File: src/rtl/assert_macros.svh
// ----------------------------------------------------------------------------
// assert_macros.svh
// concurrent assertion helpers, clocked on clk, disabled in reset
// ----------------------------------------------------------------------------
`ifndef ASSERT_MACROS_SVH
`define ASSERT_MACROS_SVH

// property holds at every edge out of reset
`define ASSERT_PROP(lbl, prop, msg) \
	lbl: assert property (@(posedge clk) disable iff (!arst_n) (prop)) else $error(msg);

// next-cycle implication
`define ASSERT_NEXT(lbl, pre, post, msg) \
	`ASSERT_PROP(lbl, (pre) |=> (post), msg)

`endif

File: src/rtl/sfc_pkg.sv
// ----------------------------------------------------------------------------
// sfc_pkg
// shared types and constants of the scrambled frame checker
// ----------------------------------------------------------------------------
package sfc_pkg;

	localparam int MAX_FRAME_BYTES = 256;
	localparam int POS_W           = $clog2(MAX_FRAME_BYTES + 1);

	localparam int BYTE_W    = 8;
	localparam int MAXPL_W   = 9;
	localparam int CFG_W     = 9;
	localparam int CFG_IDX_W = 3;

	localparam logic [CFG_IDX_W-1:0] REG_MAGIC_FIRST   = 3'd0;
	localparam logic [CFG_IDX_W-1:0] REG_MAGIC_SECOND  = 3'd1;
	localparam logic [CFG_IDX_W-1:0] REG_SCRAMBLE_KEY  = 3'd2;
	localparam logic [CFG_IDX_W-1:0] REG_CHECKSUM_SEED = 3'd3;
	localparam logic [CFG_IDX_W-1:0] REG_MAX_PAYLOAD   = 3'd4;

	localparam logic [BYTE_W-1:0]  RST_MAGIC_FIRST   = 8'd44;
	localparam logic [BYTE_W-1:0]  RST_MAGIC_SECOND  = 8'd18;
	localparam logic [BYTE_W-1:0]  RST_SCRAMBLE_KEY  = 8'd18;
	localparam logic [BYTE_W-1:0]  RST_CHECKSUM_SEED = 8'hA0;
	localparam logic [MAXPL_W-1:0] RST_MAX_PAYLOAD   = 9'd128;

	localparam logic [POS_W-1:0] POS_MAGIC0   = POS_W'(0);
	localparam logic [POS_W-1:0] POS_MAGIC1   = POS_W'(1);
	localparam logic [POS_W-1:0] POS_CHECKSUM = POS_W'(2);
	localparam logic [POS_W-1:0] POS_LENGTH   = POS_W'(7);
	localparam logic [POS_W-1:0] HEADER_BYTES = POS_W'(8);
	localparam logic [POS_W-1:0] MIN_FRAME    = POS_W'(9);
	localparam logic [POS_W-1:0] POS_LIMIT    = POS_W'(MAX_FRAME_BYTES);

	typedef enum logic [2:0] {
		VERDICT_OK        = 3'd0,
		VERDICT_SHORT     = 3'd1,
		VERDICT_BAD_MAGIC = 3'd2,
		VERDICT_TOO_LONG  = 3'd3,
		VERDICT_CHECKSUM  = 3'd4
	} verdict_t;

	typedef enum logic {
		KIND_PAYLOAD = 1'b0,
		KIND_VERDICT = 1'b1
	} kind_t;

	typedef struct packed {
		kind_t             kind;
		logic [BYTE_W-1:0] plain;
		logic [BYTE_W-1:0] index;
		verdict_t          verdict;
		logic              last;
	} result_t;

	localparam int FIFO_DEPTH = 4;
	localparam int PTR_W      = $clog2(FIFO_DEPTH);
	localparam int CNT_W      = $clog2(FIFO_DEPTH + 1);

endpackage

File: src/rtl/scrambled_frame_checker_core.sv
// ----------------------------------------------------------------------------
// scrambled_frame_checker_core
// header check, payload descramble and checksum verdict, one word per unstalled cycle
// ----------------------------------------------------------------------------
//  channel  | direction | handshake          | payload
//  in       | sink      | in_valid/in_stall   | frame_byte, end_of_frame
//  out      | source    | out_valid/out_stall | result_kind, plain_byte,
//           |           |                     | payload_index, verdict, last_result
//  cfg      | sink      | cfg_we              | cfg_index, cfg_data
//
//  one input word per cycle; a word yields zero, one or two results
//  results pass through a four-entry result queue and are read from its registered entries
//  input stalls while fewer than two queue entries are free
//  arst_n clears frame state, queue and registers to their defaults
// ----------------------------------------------------------------------------
`include "assert_macros.svh"

module scrambled_frame_checker_core (
	input  logic                          clk,
	input  logic                          arst_n,
	input  logic                          in_valid,
	output logic                          in_stall,
	input  logic [sfc_pkg::BYTE_W-1:0]    frame_byte,
	input  logic                          end_of_frame,
	output logic                          out_valid,
	input  logic                          out_stall,
	output logic                          result_kind,
	output logic [sfc_pkg::BYTE_W-1:0]    plain_byte,
	output logic [sfc_pkg::BYTE_W-1:0]    payload_index,
	output logic [2:0]                    verdict,
	output logic                          last_result,
	input  logic                          cfg_we,
	input  logic [sfc_pkg::CFG_IDX_W-1:0] cfg_index,
	input  logic [sfc_pkg::CFG_W-1:0]     cfg_data
);
	import sfc_pkg::*;

	logic [BYTE_W-1:0]  magic_first_q, magic_second_q, scramble_key_q, checksum_seed_q;
	logic [MAXPL_W-1:0] max_payload_q;

	logic [POS_W-1:0]   pos_q, pos_nxt;
	logic               magic_good_q, magic_good_nxt;
	logic [BYTE_W-1:0]  sent_cks_q, sent_cks_nxt;
	logic [BYTE_W-1:0]  plen_q, plen_nxt;
	logic [BYTE_W-1:0]  xor_q, xor_nxt;

	result_t            fifo_q [FIFO_DEPTH];
	logic [PTR_W-1:0]   wr_ptr_q, rd_ptr_q;
	logic [CNT_W-1:0]   count_q;

	logic               in_acc, pop, in_range, in_payload, emit;
	logic [POS_W-1:0]   idx, len;
	logic [BYTE_W-1:0]  plain;
	logic [POS_W:0]     need_len;
	verdict_t           vcode;
	result_t            res_pay, res_ver, entry0;
	logic [1:0]         push_n;

	assign in_acc = in_valid && !in_stall;
	assign pop    = out_valid && !out_stall;

	// frame tracking
	always_comb begin
		pos_nxt        = pos_q;
		magic_good_nxt = magic_good_q;
		sent_cks_nxt   = sent_cks_q;
		plen_nxt       = plen_q;
		xor_nxt        = xor_q;
		in_range       = pos_q < POS_LIMIT;
		idx            = pos_q - HEADER_BYTES;
		in_payload     = (pos_q >= HEADER_BYTES) && (idx < {{(POS_W-BYTE_W){1'b0}}, plen_q});
		plain          = frame_byte ^ scramble_key_q;
		emit           = 1'b0;
		if (in_range) begin
			case (pos_q)
				POS_MAGIC0: begin
					if (frame_byte != magic_first_q) magic_good_nxt = 1'b0;
				end
				POS_MAGIC1: begin
					if (frame_byte != magic_second_q) magic_good_nxt = 1'b0;
				end
				POS_CHECKSUM: sent_cks_nxt = frame_byte;
				POS_LENGTH:   plen_nxt = frame_byte;
				default: begin
					if (in_payload) begin
						xor_nxt = xor_q ^ plain;
						emit    = magic_good_q &&
							({1'b0, plen_q} < max_payload_q);
					end
				end
			endcase
			pos_nxt = pos_q + POS_W'(1);
		end
		len      = pos_nxt;
		need_len = {1'b0, HEADER_BYTES} + (POS_W+1)'(plen_nxt);
		if (len < MIN_FRAME)
			vcode = VERDICT_SHORT;
		else if (!magic_good_nxt)
			vcode = VERDICT_BAD_MAGIC;
		else if ({1'b0, len} < need_len)
			vcode = VERDICT_SHORT;
		else if ({1'b0, plen_nxt} >= max_payload_q)
			vcode = VERDICT_TOO_LONG;
		else if (sent_cks_nxt != (xor_nxt ^ checksum_seed_q))
			vcode = VERDICT_CHECKSUM;
		else
			vcode = VERDICT_OK;
	end

	always_comb begin
		res_pay         = '0;
		res_pay.kind    = KIND_PAYLOAD;
		res_pay.plain   = plain;
		res_pay.index   = idx[BYTE_W-1:0];
		res_pay.verdict = VERDICT_OK;
		res_ver         = '0;
		res_ver.kind    = KIND_VERDICT;
		res_ver.verdict = vcode;
		res_ver.last    = 1'b1;
		entry0          = emit ? res_pay : res_ver;
		push_n          = in_acc ? ({1'b0, emit} + {1'b0, end_of_frame}) : 2'd0;
	end

	always_ff @(posedge clk or negedge arst_n) begin
		if (!arst_n) begin
			pos_q        <= '0;
			magic_good_q <= 1'b1;
			sent_cks_q   <= '0;
			plen_q       <= '0;
			xor_q        <= '0;
		end else if (in_acc) begin
			if (end_of_frame) begin
				pos_q        <= '0;
				magic_good_q <= 1'b1;
				sent_cks_q   <= '0;
				plen_q       <= '0;
				xor_q        <= '0;
			end else begin
				pos_q        <= pos_nxt;
				magic_good_q <= magic_good_nxt;
				sent_cks_q   <= sent_cks_nxt;
				plen_q       <= plen_nxt;
				xor_q        <= xor_nxt;
			end
		end
	end

	// configuration registers
	always_ff @(posedge clk or negedge arst_n) begin
		if (!arst_n) begin
			magic_first_q   <= RST_MAGIC_FIRST;
			magic_second_q  <= RST_MAGIC_SECOND;
			scramble_key_q  <= RST_SCRAMBLE_KEY;
			checksum_seed_q <= RST_CHECKSUM_SEED;
			max_payload_q   <= RST_MAX_PAYLOAD;
		end else if (cfg_we) begin
			case (cfg_index)
				REG_MAGIC_FIRST:   magic_first_q   <= cfg_data[BYTE_W-1:0];
				REG_MAGIC_SECOND:  magic_second_q  <= cfg_data[BYTE_W-1:0];
				REG_SCRAMBLE_KEY:  scramble_key_q  <= cfg_data[BYTE_W-1:0];
				REG_CHECKSUM_SEED: checksum_seed_q <= cfg_data[BYTE_W-1:0];
				REG_MAX_PAYLOAD:   max_payload_q   <= cfg_data[MAXPL_W-1:0];
				default: ;
			endcase
		end
	end

	// result queue
	always_ff @(posedge clk) begin
		if (push_n != 2'd0) fifo_q[wr_ptr_q] <= entry0;
		if (push_n == 2'd2) fifo_q[wr_ptr_q + PTR_W'(1)] <= res_ver;
	end

	always_ff @(posedge clk or negedge arst_n) begin
		if (!arst_n) begin
			wr_ptr_q <= '0;
			rd_ptr_q <= '0;
			count_q  <= '0;
		end else begin
			wr_ptr_q <= wr_ptr_q + PTR_W'(push_n);
			if (pop) rd_ptr_q <= rd_ptr_q + PTR_W'(1);
			count_q  <= count_q + CNT_W'(push_n) - CNT_W'(pop);
		end
	end

	assign in_stall      = count_q > CNT_W'(FIFO_DEPTH - 2);
	assign out_valid     = count_q != '0;
	assign result_kind   = fifo_q[rd_ptr_q].kind;
	assign plain_byte    = fifo_q[rd_ptr_q].plain;
	assign payload_index = fifo_q[rd_ptr_q].index;
	assign verdict       = fifo_q[rd_ptr_q].verdict;
	assign last_result   = fifo_q[rd_ptr_q].last;

	`ASSERT_PROP(a_count_bound, count_q <= CNT_W'(FIFO_DEPTH), "result queue overflow")
	`ASSERT_NEXT(a_frame_clear, in_acc && end_of_frame, pos_q == '0 && magic_good_q,
		"frame state not cleared after final word")
	`ASSERT_PROP(a_last_kind, !out_valid || (last_result == result_kind),
		"last flag disagrees with result kind")

endmodule

File: config.mk
export PLATFORM = sky130hd
export DESIGN_NAME = scrambled_frame_checker_core
export DESIGN_NICKNAME = d
export VERILOG_FILES = /design/src/rtl/sfc_pkg.sv /design/src/rtl/scrambled_frame_checker_core.sv
export VERILOG_INCLUDE_DIRS = /design/src /design/src/rtl
export SDC_FILE = /design/constraint.sdc
export NUM_CORES = 1
export LEC_CHECK = 0
export BUFFER_PORTS_ARGS = -buffer_cell sky130_fd_sc_hd__buf_4
export CELL_PAD_IN_SITES_DETAIL_PLACEMENT = 1
export CELL_PAD_IN_SITES_GLOBAL_PLACEMENT = 1
export CORE_ASPECT_RATIO = 1.2
export CORE_UTILIZATION = 40
export CTS_CLUSTER_DIAMETER = 120
export DETAILED_ROUTE_END_ITERATION = 10
export PLACE_DENSITY_LB_ADDON = 0.1
export REMOVE_ABC_BUFFERS = 1
export SLEW_MARGIN = 20
export SYNTH_ARGS = -nofsm -noshare
export SYNTH_HDL_FRONTEND = slang
export SYNTH_SLANG_ARGS = --single-unit
File: constraint.sdc
create_clock -name clk -period 4.4 [get_ports clk]
set_input_delay 0.88 -clock clk [delete_from_list [all_inputs] [get_ports clk]]
set_output_delay 0.88 -clock clk [all_outputs]
set_load 0.03 [all_outputs]
==> out/qor.txt <==
gate count after technology mapping: 864
top-area cell type share of the netlist area: 20.34%
combinational fraction of design power: 41.9%
number of design rule violations left after detail routing: 0
category of the worst setup path launch point: register
classification of the worst setup path: reg -> reg
dominant cells by area after synthesis: dfrtp_1 20%, dfxtp_1 16%, ha_1 6.2%, o21ai_0 5.7%, mux4_2 5.2%
shortest clock period the worst path allows after layout: 4.223 ns
iteration-0 DRC count of the detailed router: 251
total power density per cell area: 621.4 mW/mm^2
clock sink count: 162
crit path buf inv count: 3
maximum clock insertion buffer count: 2
Finished Core Util: 48.32%
final-stage net count: 1000
detail-routed via count per cell: 5.613
result of the run: finished, final reports clean
I/O pins: 49
initial cell density of the core: 41.22%
weighted congestion reported at the end of routability-driven placement: 0.8553
final-layout fill cell count: 2330
data arrival at the endpoint of the critical path: 4.49 ns
TritonCTS clock tree: done
number of synthesized flops with an enable pin: 12
number of failing setup endpoints in the final timing report: 0
wire length of the first global-routing pass: 39960 microns
Detail Placement HPWL: 18620 microns
required time of the critical path: 4.66 ns
total overflow reported by the global router: 0
Synth Register Bits: 162
skew final: 0.01212 ns
cell type with the highest aggregate area in the netlist: dfrtp_1
Mapped Area: 0.008735 sq mm
Slowest-stage cell, CP: or4_4
remaining max-slew budget at the tightest pin: 30.26%
commonest cells after routing, fill and taps aside: 103 x nand2_1, 100 x o21ai_0, 88 x buf_4
part of the total power dissipated in sequential elements: 33.7%
largest driver fanout on the critical path: 12
fraction of registers with async set or reset after synthesis: 50.62%
total of warnings raised by yosys: 0
CTS clk-pin slew, worst paths: 0.07 ns
Std-Cell Core Area: 0.02119 sq mm
number of antenna-violating nets in the routed design: 0
MaxCap Viol Count: 0
DR WL/cell: 20.80 microns
highest clock rate: 236.8 MHz
post-synthesis average cell area: 10.11 sq um
maximum cell stage delay along the critical path: 0.58 ns
Psw: 2.503 mW
final antenna diode count: 0
die extent in x: 136.9 microns
All-Layer GR Usage: 23.90%
most common cell after layout, fill and taps aside: nand2_1
number of placed cells counting well taps: 1176
Synth-to-Final Area Change: 17.22%
Final Hold Vio Count: 0
Critical Path, Cell by Cell: buf_4 > or4_4 > nor3_4 > buf_4 > mux2i_1 > inv_2 > nand3_1 > or3_1 > ha_1 > and4_1 > nand4_1 > o211ai_2 > a21bo_1 > or3b_4 > nor3_1
slew at the pin closest to its max-slew limit: 1.046 ns
antenna violations before repair: 0
Finished Layout Cells: 1213
critical path endpoint category: register
Seq/Total Area, Yosys: 43.36%
overall die height: 163.9 microns
IR drop worst, VDD: 300.6 uV
internal power summed over all cells: 3.858 mW
clock tree root driver cell: clkbuf_16
number of hold-repair buffers added at the cts stage: 0
number of buffer cells added on primary ports: 48
total power after layout: 6.362 mW
count of unique library cells instantiated by Yosys: 82
most used flip-flop cell after synthesis: dfrtp_1
maximum number of pins on one net before global-route repair: 83
overall die area: 0.02243 sq mm
total number of vias: 6808
fraction of layout cells with a size suffix above 1: 23.01%
via count of the first global-routing pass: 7299
worst setup margin: 0.1769 ns
most frequent CP cell: buf_4
share of the clock period used by the worst path after layout: 95.98%
number of detailed-routing iterations run before antenna repair: 4
pre-CTS setup slack: -0.02720 ns
number of buffers created by CTS: 17
number of levels in the clock H-tree: 4
row count: 58
Leakage: 4.376 nW
later-pin clock latency in the skew report: 0.43 ns
max-slew violations: 0
HP Class: reg -> reg
wire length after detailed routing: 25230 microns
switching power as a share of total power: 39.35%
Clk pwr share: 24.4%
dominant delay contributor by cell family on the critical path: simple AND/OR/NAND/NOR gates
## worst register-to-register path, delay by kind of cell (launching register included)
kind                     cells  cell delay, ns
buffers and inverters        3            0.45
flip-flops                   1            0.38
multiplexers                 1            0.10
AND/OR/NAND/NOR              8            2.41
AO/OA/AOI/OAI                2            0.43
adder cells (fa/ha/maj)      1            0.29
## cell families (layout without fill, tap and decap cells)
family | Yosys count | after routing | share of synthesized area (%)
simple gates | 222 | 222 | 13.11
flops | 162 | 162 | 43.36
fa+ha+maj | 44 | 44 | 6.389
buf+inv | 103 | 182 | 4.699
mux | 65 | 65 | 10.80
compound gates | 194 | 194 | 13.89
xor+xnor | 74 | 74 | 7.750
## sequential cells by signal, indices dropped and copies added (netlist names), 8 cells and up
signal and flops:
checksum_seed_q 8, fifo_q 80, magic_first_q 8, magic_second_q 8
max_payload_q 9, plen_q 8, pos_q 9, scramble_key_q 8
sent_cks_q 8, xor_q 8
## final cells by class
type	count	area, sq um	area share, %
Multi-Input combinational cell	599	4593	44.86
Sequential cell	162	3787	36.99
Timing Repair Buffer	89	671.9	6.562
Clock buffer	19	464.2	4.534
Tap cell	270	337.8	3.300
Inverter	61	229.0	2.236
Clock inverter	13	155.1	1.515
## synthesized netlist by cell type (3+ instances only)
cell and number:
o21ai_0 100, nor4_1 3, a22o_1 8, nand3b_1 3, dfrtp_1 71, nand3_1 14
clkbuf_1 33, dfstp_2 11, and3_1 7, a21o_1 9, dfxtp_1 68, o22ai_1 8
edfxtp_1 12, xnor2_1 39, nand2_1 105, inv_1 59, ha_1 43, mux4_2 20
nand4_1 6, or4_1 3, nor2_1 25, nand2b_1 3, mux2_2 34, nor2b_1 7
buf_2 4, nor4bb_1 3, nor3_1 11, o31ai_1 11, xor2_1 33, or3_1 5
mux2i_1 11, and2_1 4, a21oi_1 25
## worst paths after layout
check	start	end	slack, ns	depth (start not counted)
min in group asynchronous	arst_n	scramble_key_q[5]	0.51	1
worst min register to register	fifo_q[2][16]	fifo_q[2][16]	0.46	2
worst max register to register	pos_q[3]	fifo_q[0][3]	0.18	15
max in group asynchronous	arst_n	rd_ptr_q[1]	3.35	1
worst max-delay path	pos_q[3]	fifo_q[0][3]	0.18	15
worst min-delay path	fifo_q[2][16]	fifo_q[2][16]	0.46	2
## power by group through the flow
stage / clock, mW / sequential [mW] / combinational [mW]
after floorplan: 0 / 2.13 / 1.71
after global placement: 0 / 2.14 / 2.49
after detailed placement: 0 / 2.17 / 2.60
after CTS: 1.58 / 2.14 / 2.65
after global routing: 1.64 / 2.19 / 2.93
final: 1.55 / 2.15 / 2.66
## metal layers
| metal | track usage [%] | share of wire (%) | vias to the layer above |
|---|---|---|---|
| li1 | - | - | 3180 |
| met1 | 28.66 | 43 | 3455 |
| met2 | 42.71 | 52 | 127 |
| met3 | 2.562 | 2.2 | 46 |
| met4 | 10.79 | 3.1 | 0 |
| met5 | 0 | 0 | - |
## stage by stage
step           instance area [sq um]  setup TNS, ns  hold WS (ns)
3_5_place_dp                    9522       -0.02720        0.4435
5_1_grt                        10240        -0.2373        0.4850
4_1_cts                        10170              0        0.4568
6_report                       10240              0        0.4551
2_1_floorplan                   8553         -5.550        0.4180
3_3_place_gp                    9522              0        0.4279
## timing repair
item,in CTS,in global routing
endpoints found under the setup margin,2,72
pin swaps,1,3
gates resized for setup,4,8
buffers inserted,1,4
Note: power is estimated with default switching activity, not from simulation.
